## src/rtl/siu_pkg.sv

```systemverilog
`default_nettype none
package siu_pkg;

    localparam int STORE_DEPTH = 32;
    localparam int VALUE_W     = 32;
    localparam int MATCH_W     = 6;
    localparam logic [MATCH_W-1:0] MATCH_MAX = '1;

    // controller -> datapath
    typedef struct packed {
        logic load;     // latch the accepted element, clear scan state
        logic rd_en;    // read the store entry at the scan index
        logic cmp_en;   // compare the read entry, step the index
        logic finish;   // append if needed, load the result register
    } siu_cmd_t;

    // datapath -> controller
    typedef struct packed {
        logic second;      // latched element belongs to list B
        logic count_zero;  // store is empty
        logic last_idx;    // scan index points at the last stored entry
        logic out_free;    // result register can take a new result
    } siu_status_t;

endpackage
`default_nettype wire

```

## src/rtl/siu_ifs.sv

```systemverilog
`default_nettype none
interface siu_elem_if;
    logic                            valid;
    logic                            ready;
    logic                            start_req;
    logic                            is_second;
    logic signed [siu_pkg::VALUE_W-1:0] value;

    modport source (output valid, output start_req, output is_second, output value,
                    input ready);
    modport sink   (input valid, input start_req, input is_second, input value,
                    output ready);
endinterface

interface siu_result_if;
    logic                            valid;
    logic                            ready;
    logic signed [siu_pkg::VALUE_W-1:0] echo_value;
    logic [siu_pkg::MATCH_W-1:0]     match_count;
    logic                            added;
    logic                            overflow;

    modport source (output valid, output echo_value, output match_count, output added,
                    output overflow, input ready);
    modport sink   (input valid, input echo_value, input match_count, input added,
                    input overflow, output ready);
endinterface
`default_nettype wire

```

## src/rtl/siu_ctrl.sv

```systemverilog
`default_nettype none
module siu_ctrl (
    input  wire logic                 clk,
    input  wire logic                 rst_n,
    input  wire logic                 in_valid,
    output logic                      in_ready,
    output siu_pkg::siu_cmd_t         cmd,
    input  wire siu_pkg::siu_status_t status
);

    localparam logic [2:0] S_IDLE     = 3'd0;
    localparam logic [2:0] S_DISPATCH = 3'd1;
    localparam logic [2:0] S_READ     = 3'd2;
    localparam logic [2:0] S_CMP      = 3'd3;
    localparam logic [2:0] S_FINISH   = 3'd4;

    logic [2:0] state_reg;
    logic [2:0] state_next;

    always_comb
    begin
        state_next = state_reg;
        cmd        = '0;
        in_ready   = 1'b0;
        case (state_reg)
            S_IDLE:
            begin
                in_ready = 1'b1;
                if (in_valid)
                begin
                    cmd.load   = 1'b1;
                    state_next = S_DISPATCH;
                end
            end
            S_DISPATCH:
            begin
                if (!status.second || status.count_zero)
                    state_next = S_FINISH;
                else
                    state_next = S_READ;
            end
            S_READ:
            begin
                cmd.rd_en  = 1'b1;
                state_next = S_CMP;
            end
            S_CMP:
            begin
                cmd.cmp_en = 1'b1;
                state_next = status.last_idx ? S_FINISH : S_READ;
            end
            S_FINISH:
            begin
                // hold here while the previous result is still waiting
                if (status.out_free)
                begin
                    cmd.finish = 1'b1;
                    state_next = S_IDLE;
                end
            end
            default:
            begin
                state_next = S_IDLE;
            end
        endcase
    end

    always_ff @(posedge clk or negedge rst_n)
    begin
        if (!rst_n)
            state_reg <= S_IDLE;
        else
            state_reg <= state_next;
    end

endmodule
`default_nettype wire

```

## src/rtl/siu_dp.sv

```systemverilog
`default_nettype none
module siu_dp #(
    parameter int STORE_DEPTH = siu_pkg::STORE_DEPTH
) (
    input  wire logic                                 clk,
    input  wire logic                                 rst_n,
    input  wire siu_pkg::siu_cmd_t                    cmd,
    output siu_pkg::siu_status_t                      status,
    input  wire logic                                 in_start_req,
    input  wire logic                                 in_is_second,
    input  wire logic signed [siu_pkg::VALUE_W-1:0]   in_value,
    output logic                                      out_valid,
    input  wire logic                                 out_ready,
    output logic signed [siu_pkg::VALUE_W-1:0]        out_echo_value,
    output logic [siu_pkg::MATCH_W-1:0]               out_match_count,
    output logic                                      out_added,
    output logic                                      out_overflow
);

    localparam int CW = $clog2(STORE_DEPTH + 1);
    localparam int IW = $clog2(STORE_DEPTH);
    localparam int VW = siu_pkg::VALUE_W;
    localparam int MW = siu_pkg::MATCH_W;

    // entry word: {from list A, value}
    logic [VW:0]          mem [STORE_DEPTH];
    logic [VW:0]          rdata_reg;

    logic [CW-1:0]        count_reg;
    logic [IW-1:0]        idx_reg;
    logic                 second_reg;
    logic [VW-1:0]        value_reg;
    logic                 seen_reg;
    logic [MW-1:0]        match_reg;

    logic                 out_valid_reg;
    logic [VW-1:0]        out_value_reg;
    logic [MW-1:0]        out_match_reg;
    logic                 out_added_reg;
    logic                 out_overflow_reg;

    logic                 want_add;
    logic                 full;
    logic                 hit;
    logic [CW-1:0]        count_m1;

    assign want_add = !second_reg || !seen_reg;
    assign full     = (count_reg == CW'(STORE_DEPTH));
    assign hit      = (rdata_reg[VW-1:0] == value_reg);
    assign count_m1 = count_reg - 1'b1;

    assign status.second     = second_reg;
    assign status.count_zero = (count_reg == '0);
    assign status.last_idx   = (idx_reg == count_m1[IW-1:0]);
    assign status.out_free   = !out_valid_reg || out_ready;

    always_ff @(posedge clk)
    begin
        if (cmd.rd_en)
            rdata_reg <= mem[idx_reg];
        if (cmd.finish && want_add && !full)
            mem[count_reg[IW-1:0]] <= {!second_reg, value_reg};
    end

    always_ff @(posedge clk)
    begin
        if (cmd.load)
        begin
            second_reg <= in_is_second;
            value_reg  <= in_value;
            idx_reg    <= '0;
            seen_reg   <= 1'b0;
            match_reg  <= '0;
        end
        else if (cmd.cmp_en)
        begin
            idx_reg <= idx_reg + 1'b1;
            if (hit)
            begin
                seen_reg <= 1'b1;
                if (rdata_reg[VW] && match_reg != siu_pkg::MATCH_MAX)
                    match_reg <= match_reg + 1'b1;
            end
        end
        if (cmd.finish)
        begin
            out_value_reg    <= value_reg;
            out_match_reg    <= second_reg ? match_reg : '0;
            out_added_reg    <= want_add && !full;
            out_overflow_reg <= want_add && full;
        end
    end

    always_ff @(posedge clk or negedge rst_n)
    begin
        if (!rst_n)
        begin
            count_reg     <= '0;
            out_valid_reg <= 1'b0;
        end
        else
        begin
            if (cmd.load && in_start_req)
                count_reg <= '0;
            else if (cmd.finish && want_add && !full)
                count_reg <= count_reg + 1'b1;

            if (cmd.finish)
                out_valid_reg <= 1'b1;
            else if (out_ready)
                out_valid_reg <= 1'b0;
        end
    end

    assign out_valid       = out_valid_reg;
    assign out_echo_value  = out_value_reg;
    assign out_match_count = out_match_reg;
    assign out_added       = out_added_reg;
    assign out_overflow    = out_overflow_reg;

    a_count_bound: assert property (@(posedge clk) disable iff (!rst_n)
        count_reg <= CW'(STORE_DEPTH))
        else $error("entry count beyond store depth");

    a_flags_excl: assert property (@(posedge clk) disable iff (!rst_n)
        out_valid_reg |-> !(out_added_reg && out_overflow_reg))
        else $error("added and overflow both set");

    a_append_count: assert property (@(posedge clk) disable iff (!rst_n)
        cmd.finish && want_add && !full |=> count_reg == $past(count_reg) + 1'b1)
        else $error("append did not advance the entry count");

    a_scan_nonempty: assert property (@(posedge clk) disable iff (!rst_n)
        cmd.cmp_en |-> count_reg != '0)
        else $error("scan of an empty store");

endmodule
`default_nettype wire

```

## src/rtl/set_intersect_union_unit.sv

```systemverilog
`default_nettype none
// Streaming set intersection and union. Send the list A elements, then the
// list B elements, one transfer each; start_req on the first element of a new
// pair clears the store. Every element yields one result transfer. An A
// element is appended to the store (duplicates kept). A B element is scanned
// against all stored entries; match_count counts equal list-A entries, and
// the element is appended if it equals no stored entry. A full store sets
// overflow and drops the element. An A element, or a B element on an empty
// store, goes through dispatch and finish to the result register; a B
// element on a non-empty store first scans one entry per read-compare step
// of the single-port store with a registered read. Finish waits for a free
// output register; the next element is taken once the result is loaded.
module set_intersect_union_unit #(
    parameter int STORE_DEPTH = siu_pkg::STORE_DEPTH
) (
    input  wire logic    clk,
    input  wire logic    rst_n,
    siu_elem_if.sink     elem,
    siu_result_if.source result
);

    siu_pkg::siu_cmd_t    cmd;
    siu_pkg::siu_status_t status;
    logic                 ctrl_ready;

    siu_ctrl u_ctrl (
        .clk      (clk),
        .rst_n    (rst_n),
        .in_valid (elem.valid),
        .in_ready (ctrl_ready),
        .cmd      (cmd),
        .status   (status)
    );

    siu_dp #(
        .STORE_DEPTH (STORE_DEPTH)
    ) u_dp (
        .clk             (clk),
        .rst_n           (rst_n),
        .cmd             (cmd),
        .status          (status),
        .in_start_req    (elem.start_req),
        .in_is_second    (elem.is_second),
        .in_value        (elem.value),
        .out_valid       (result.valid),
        .out_ready       (result.ready),
        .out_echo_value  (result.echo_value),
        .out_match_count (result.match_count),
        .out_added       (result.added),
        .out_overflow    (result.overflow)
    );

    assign elem.ready = ctrl_ready;

endmodule
`default_nettype wire
```

## src/flat_wrapper.sv

```systemverilog
// flat-port wrapper written by rule: the top's interface ports become plain ports
module set_intersect_union_unit_flat 
#(
    parameter int STORE_DEPTH = siu_pkg::STORE_DEPTH
)
  (clk, rst_n, elem_valid, elem_start_req, elem_is_second, elem_value, elem_ready, result_valid, result_echo_value, result_match_count, result_added, result_overflow, result_ready);
  siu_elem_if elem_i ();
  siu_result_if result_i ();
  input  wire logic clk;
  input  wire logic rst_n;
  input wire logic [$bits(elem_i.valid)-1:0] elem_valid;
  input wire logic [$bits(elem_i.start_req)-1:0] elem_start_req;
  input wire logic [$bits(elem_i.is_second)-1:0] elem_is_second;
  input wire logic [$bits(elem_i.value)-1:0] elem_value;
  output wire logic [$bits(elem_i.ready)-1:0] elem_ready;
  output wire logic [$bits(result_i.valid)-1:0] result_valid;
  output wire logic [$bits(result_i.echo_value)-1:0] result_echo_value;
  output wire logic [$bits(result_i.match_count)-1:0] result_match_count;
  output wire logic [$bits(result_i.added)-1:0] result_added;
  output wire logic [$bits(result_i.overflow)-1:0] result_overflow;
  input wire logic [$bits(result_i.ready)-1:0] result_ready;
  assign elem_i.valid = elem_valid;
  assign elem_i.start_req = elem_start_req;
  assign elem_i.is_second = elem_is_second;
  assign elem_i.value = elem_value;
  assign elem_ready = elem_i.ready;
  assign result_valid = result_i.valid;
  assign result_echo_value = result_i.echo_value;
  assign result_match_count = result_i.match_count;
  assign result_added = result_i.added;
  assign result_overflow = result_i.overflow;
  assign result_i.ready = result_ready;
  set_intersect_union_unit #(.STORE_DEPTH(STORE_DEPTH)) u_core (.clk(clk), .rst_n(rst_n), .elem(elem_i), .result(result_i));
endmodule
```

## config.mk

```make
export PLATFORM = sky130hd
export DESIGN_NAME = set_intersect_union_unit_flat
export DESIGN_NICKNAME = d
export VERILOG_FILES = /design/src/rtl/siu_pkg.sv /design/src/rtl/siu_ifs.sv /design/src/rtl/siu_ctrl.sv /design/src/rtl/siu_dp.sv /design/src/rtl/set_intersect_union_unit.sv /design/src/flat_wrapper.sv
export SDC_FILE = /design/constraint.sdc
export NUM_CORES = 1
export LEC_CHECK = 0
export ABC_AREA = 1
export BUFFER_PORTS_ARGS = -buffer_cell sky130_fd_sc_hd__buf_2
export CAP_MARGIN = 20
export CORE_ASPECT_RATIO = 1.75
export CORE_MARGIN = 2
export CORE_UTILIZATION = 29
export DETAILED_ROUTE_END_ITERATION = 6
export SETUP_SLACK_MARGIN = 0.2
export SYNTH_ARGS = -nofsm -noshare
export SYNTH_HDL_FRONTEND = slang
export SYNTH_HIERARCHICAL = 1
export SYNTH_SLANG_ARGS = --single-unit
```

## constraint.sdc

```tcl
create_clock -name clk -period 6.1 [get_ports clk]
set_clock_uncertainty 0.1 [all_clocks]
set_input_delay 1.22 -clock clk [delete_from_list [all_inputs] [get_ports clk]]
set_output_delay 1.22 -clock clk [all_outputs]
set_load 0.03 [all_outputs]
```

# --- Word-level counts from Yosys, hierarchy flattened ---
# Memories as Yosys holds them, arrays and structs flattened. A register that Yosys moved wholly into a read port is not among the register bits.
# Index checks and enable logic that the tools add are counted.
totals:
  reg_bits: 95
  mem_bits_rw: 1056
  in_bits: 38
  output_inout_bits: 42
  word_cells: 65
  memories: 1
memory_table:
  columns: ["name", "depth", "width", "rd", "rd_ports_with_merged_regs", "wr", "line", "source"]
  rows:
  - ["u_core.u_dp.mem", 32, 33, 1, 1, 1, "siu_dp.sv:26", "logic [VW:0] mem [STORE_DEPTH];"]
classes:
  n_addsub: 4
  eq_ne: 10
  n_mux: 18
  n_reduce_logical: 20
ops:
  columns: ["cell", "count"]
  rows:
  - ["$eq A32 B32 Y1", 1]
  - ["$pmux W3 S5", 1]
  - ["$add A6 B1 Y6 const B", 2]
  - ["$mux W3", 4]
  - ["$mux W6", 2]
  - ["$mux W1", 11]
  - ["$eq A3 B2 Y1 const B", 2]
  - ["$eq A6 B6 Y1 const B", 1]
  - ["$logic_and A1 B1 Y1", 6]
  - ["$logic_not A6 Y1", 1]
  - ["$ne A6 B6 Y1 const B", 1]
  - ["$add A5 B1 Y5 const B", 1]
  - ["$eq A5 B5 Y1", 1]
  - ["$sub A5 B1 Y5 const B", 1]
  - ["$logic_not A1 Y1", 4]
  - ["$reduce_and A2 Y1", 2]
  - ["$reduce_bool A2 Y1", 2]
  - ["$eq A3 B1 Y1 const B", 1]
  - ["$eq A3 B3 Y1 const B", 1]
  - ["$logic_not A3 Y1", 1]
  - ["$logic_or A1 B1 Y1", 3]
  - ["$reduce_and A3 Y1", 1]
  - ["$ne A2 B1 Y1 const B", 1]
  - ["$ne A2 B2 Y1 const B", 1]

# --- Depth between registers and ports, before layout ---
logic_depth:
  word_depth: 8
  ltp_mapped: 12
  mapped_depth_nobuf: 12

# --- Hierarchy ---
# The synthesis kept the hierarchy.
by_module_without_submodules:
  columns: ["mod", "n_inst", "cells_per_inst", "area_each_um2", "seq_area_each_um2"]
  rows:
  - ["siu_dp", 1, 3486, 46658.5, 35308.9]
  - ["siu_ctrl", 1, 33, 202.7, 75.1]

# --- Least setup slack after synthesis ---
# Ideal clock, no wire load.
synth_path:
  path_type: "input-to-reg"
  start: "input result_ready"
  end: "memory u_core/u_dp/mem[10][0] in the netlist's numbering (enable)"
  setup_time_ns: 0.423
  t_arrival_ns: 5.300
  t_required_ns: 5.577
  slack_ns: 0.277
  cell_stages: 8
  path_buffers: 0
  cell_sequence: "inv_1 > nand2_1 > inv_1 > nor2_1 > nand3_2 > inv_1 > nand2_1 > nor2_1"
synth_rtl:
  columns: ["item", "line", "source"]
  rows:
  - ["start: declaration", "flat_wrapper.sv:21", "input wire logic [$bits(result_i.ready)-1:0] result_ready;"]
  - ["end: declaration", "siu_dp.sv:26", null]

==> PnR_summary.wiki <==
{| class="wikitable"
! Metric !! Value
|-
| Maximum frequency from static timing analysis || 273 MHz
|-
| Post-detailed-placement cell area || 0.0498 mm²
|-
| Share of the cycle needed by the critical path after routing || 0.601
|-
| Data required time at the worst endpoint || 6.38 ns
|-
| Largest voltage drop on the vdd net || 207 µV
|-
| Total congestion overflow || 0
|-
| Post-layout power || 21300 µW
|-
| Antenna-violating nets left || 0
|-
| Path class of the lowest-slack min-delay path || in2async
|-
| Number of sinks handled by clock tree synthesis || 1184
|-
| Detailed Route Iter0 Violations || 2536
|-
| Final period demand of the worst path || 3.67 ns
|-
| Fraction of final layout cells with drive strength greater than 1 || 0.102
|-
| FF+latch count, synth || 1184
|-
| Number of enable flip-flop cells after synthesis || 1162
|-
| Post-synthesis sequential area ratio || 0.755
|-
| Via count of the first global-routing pass || 28770
|-
| Final Instance Area || 0.0530 mm²
|-
| Initial antenna violation count || 1
|-
| Maximum fanout along the worst path || 23
|-
| Main flop type after synthesis || edfxtp_1
|-
| Placeable core region || 0.161 mm²
|-
| CTS Hold Buffers Added || 0
|-
| Max-slew violation total from the final report || 0
|-
| Count of nets after finishing || 3609
|-
| Avg WL per Cell || 23.8 µm
|-
| Pin count of the biggest net entering global routing || 201
|-
| Slew at the pin closest to its max-slew limit || 1.21 ns
|-
| Relative slew slack || 0.193
|-
| Leak || 0.0172 µW
|-
| Mean number of vias per cell || 5.09
|-
| Filler cell count in the final layout || 15482
|-
| Outcome || finished clean
|-
| Final setup violation count || 0
|-
| Crit path kind || in2reg
|-
| Placed Cells incl. Taps || 5524
|-
| Count leader, synth || edfxtp_1
|-
| Post-CTS setup buffer count || 0
|-
| Max Buffers Root-to-Sink || 3
|-
| Crit start category || primary input
|-
| Post-DP HPWL || 85600 µm
|-
| Max reg flops || 1056
|-
| Setup TNS after final layout || 0 ns
|-
| Arrival time at the worst endpoint || 3.94 ns
|-
| Clock transition at the register clock pins on the worst setup and hold paths after CTS || 0.07 ns
|-
| Cell types occupying the most area after synthesis || edfxtp_1 74%, o21ai_0 5.3%, nor2_1 5.1%
|-
| GRT Total Usage || 0.161
|-
| Number of failing hold endpoints at the final stage || 0
|-
| Floorplan die width || 308 µm
|-
| Fraction of synthesized cell area taken by the top area cell type || 0.745
|-
| Drt total wl || 136000 µm
|-
| DRC errors left || 0
|-
| Number of instances in the synthesized netlist || 3519
|-
| # Max-Cap Violations || 0
|-
| Cell type with the highest aggregate area in the netlist || edfxtp_1
|-
| Vias post-DR || 29096
|-
| Starting utilization of the core area || 0.291
|-
| Synthesis warning total || 6
|-
| Non-filler instance count after layout || 5711
|-
| Post-synth cell types || 39
|-
| Global-route wire length before repair || 194000 µm
|-
| Share of synthesized flip-flops with an asynchronous set or reset || 0.00845
|-
| Total die area || 0.165 mm²
|-
| Mean cell area of the mapped netlist || 13.3 µm²
|-
| Unrepaired setup endpoints after global routing || false
|-
| Worst skew pair latency || 0.69 ns
|-
| Post-synthesis net count || 3564
|-
| Placement row count || 195
|-
| Number of resized instances in the post-cts repair step || 0
|-
| Post-synthesis cell area || 0.0469 mm²
|-
| Power Dens Cells || 402 mW/mm²
|-
| Routability congestion estimate || 0.876
|-
| Top cells by count, synth || 1162 x edfxtp_1, 637 x nor2_1, 493 x o21ai_0
|-
| Cell chosen for the clock root || clkbuf_16
|-
| TritonCTS buffer count || 99
|-
| Clock tree from TritonCTS || done
|-
| Die span in y || 536 µm
|-
| H-tree depth reported by CTS || 3
|-
| Sort of element at the end of the critical path || flip-flop
|-
| Worst slack on hold paths || 0.350 ns
|-
| Relative area change from synthesis to final layout || 13.2%
|-
| First drt pass iteration count || 7
|-
| I/O pin count || 80
|-
| Port buffer count || 79
|}
-- cells in the final DEF, fill, tap and decap left out, types with 3 or more instances in the layout --
| cell type | synthesis | layout |
|---|---|---|
| inv_2 | 2 | 3 |
| nor2_2 | 3 | 3 |
| clkinv_2 | 0 | 19 |
| nand3_1 | 119 | 119 |
| buf_2 | 84 | 79 |
| dfxtp_1 | 12 | 7 |
| nor3_1 | 3 | 3 |
| o221ai_1 | 203 | 203 |
| bufinv_16 | 0 | 5 |
| nand2_1 | 302 | 302 |
| inv_1 | 113 | 111 |
| clkinv_1 | 3 | 21 |
| ha_1 | 7 | 7 |
| buf_16 | 0 | 9 |
| xor2_1 | 3 | 3 |
| a21oi_1 | 25 | 25 |
| nor2_1 | 637 | 603 |
| inv_6 | 1 | 6 |
| buf_12 | 0 | 14 |
| o21ai_1 | 93 | 93 |
| o211ai_1 | 9 | 9 |
| clkbuf_1 | 57 | 18 |
| clkbuf_16 | 0 | 102 |
| xnor2_1 | 5 | 5 |
| edfxtp_1 | 1162 | 1162 |
| o22ai_1 | 56 | 56 |
| nor2_4 | 1 | 35 |
| buf_4 | 26 | 73 |
| nand4_1 | 11 | 11 |
| o21ai_0 | 493 | 493 |
| clkinvlp_4 | 0 | 6 |
| dfxtp_4 | 0 | 4 |
| dfrtp_1 | 10 | 10 |
-- per-stage QoR --
step / worst slack, ns / util
after floorplan: 0.277 / -
after global placement: 1.70 / 0.308
after detailed placement: 1.69 / 0.310
after CTS: 2.42 / 0.329
after global routing: 2.30 / 0.330
final: 2.43 / 0.330
-- where the power goes --
part	switching (µW)	internal (µW)	total, µW	leakage, µW
Clock	2910	3280	6190	0.00150
Combinational	3920	1290	5210	0.00502
Sequential	297	9600	9900	0.0107
Total	7130	14200	21300	0.0172
-- cell type report --
type	instances	area [µm²]	share of cell area
multi-input cells	1985	10000	0.189
diodes	2	5.00	0.0000944
inverters	119	475	0.00897
clock buffers	120	2620	0.0494
clock inverters	58	454	0.00856
repair buffers	175	1470	0.0277
flip-flops and latches	1184	35400	0.668
well taps	2068	2590	0.0488
-- worst paths after layout --
kind / from / to / slack, ns / cells after the start
min in group clk: u_core/u_dp/value_reg[28]$_DFFE_PP_ / u_core/u_dp/out_echo_value[28]$_DFFE_PP_ / 0.38 / 0
max: result_ready / u_core/u_dp/mem[6][25]$_DFFE_PP_ / 2.43 / 10
max in group asynchronous: rst_n / u_core/u_dp/count_reg[3]$_DFFE_PN0P_ / 5.24 / 1
max reg2reg: u_core/u_dp/count_reg[0]$_DFFE_PN0P_ / u_core/u_dp/mem[6][25]$_DFFE_PP_ / 2.44 / 8
min: rst_n / u_core/u_dp/out_valid$_DFFE_PN0P_ / 0.35 / 1
min reg2reg: u_core/u_dp/value_reg[28]$_DFFE_PP_ / u_core/u_dp/out_echo_value[28]$_DFFE_PP_ / 0.38 / 0
-- per-layer routing --
metal	GRT usage	part of all wire	wire length, µm
met1	0.169	0.35	47800
met2	0.299	0.53	72600
met3	0.0166	0.041	5550
met4	0.112	0.074	10100
met5	0	0	0
-- logic make-up (layout without fill, tap and decap cells) --
family,after synthesis,count (layout),synth area share
simple gates,1088,1088,0.0924
buf+inv,350,472,0.0366
flops,1184,1184,0.755
xor+xnor,8,8,0.00150
compound gates,882,882,0.113
other cells,0,2,0
fa+ha+maj,7,7,0.00187
-- worst max-delay path: stages --
cell,delay (ns)
buf_2,0.09
inv_1,0.04
nand2_1,0.10
inv_1,0.10
nor2_4,0.19
nand3_2,0.23
inv_1,0.21
nand2_1,0.48
nor2_4,0.88
buf_4,0.34
Note: power is estimated with default switching activity, not from simulation.
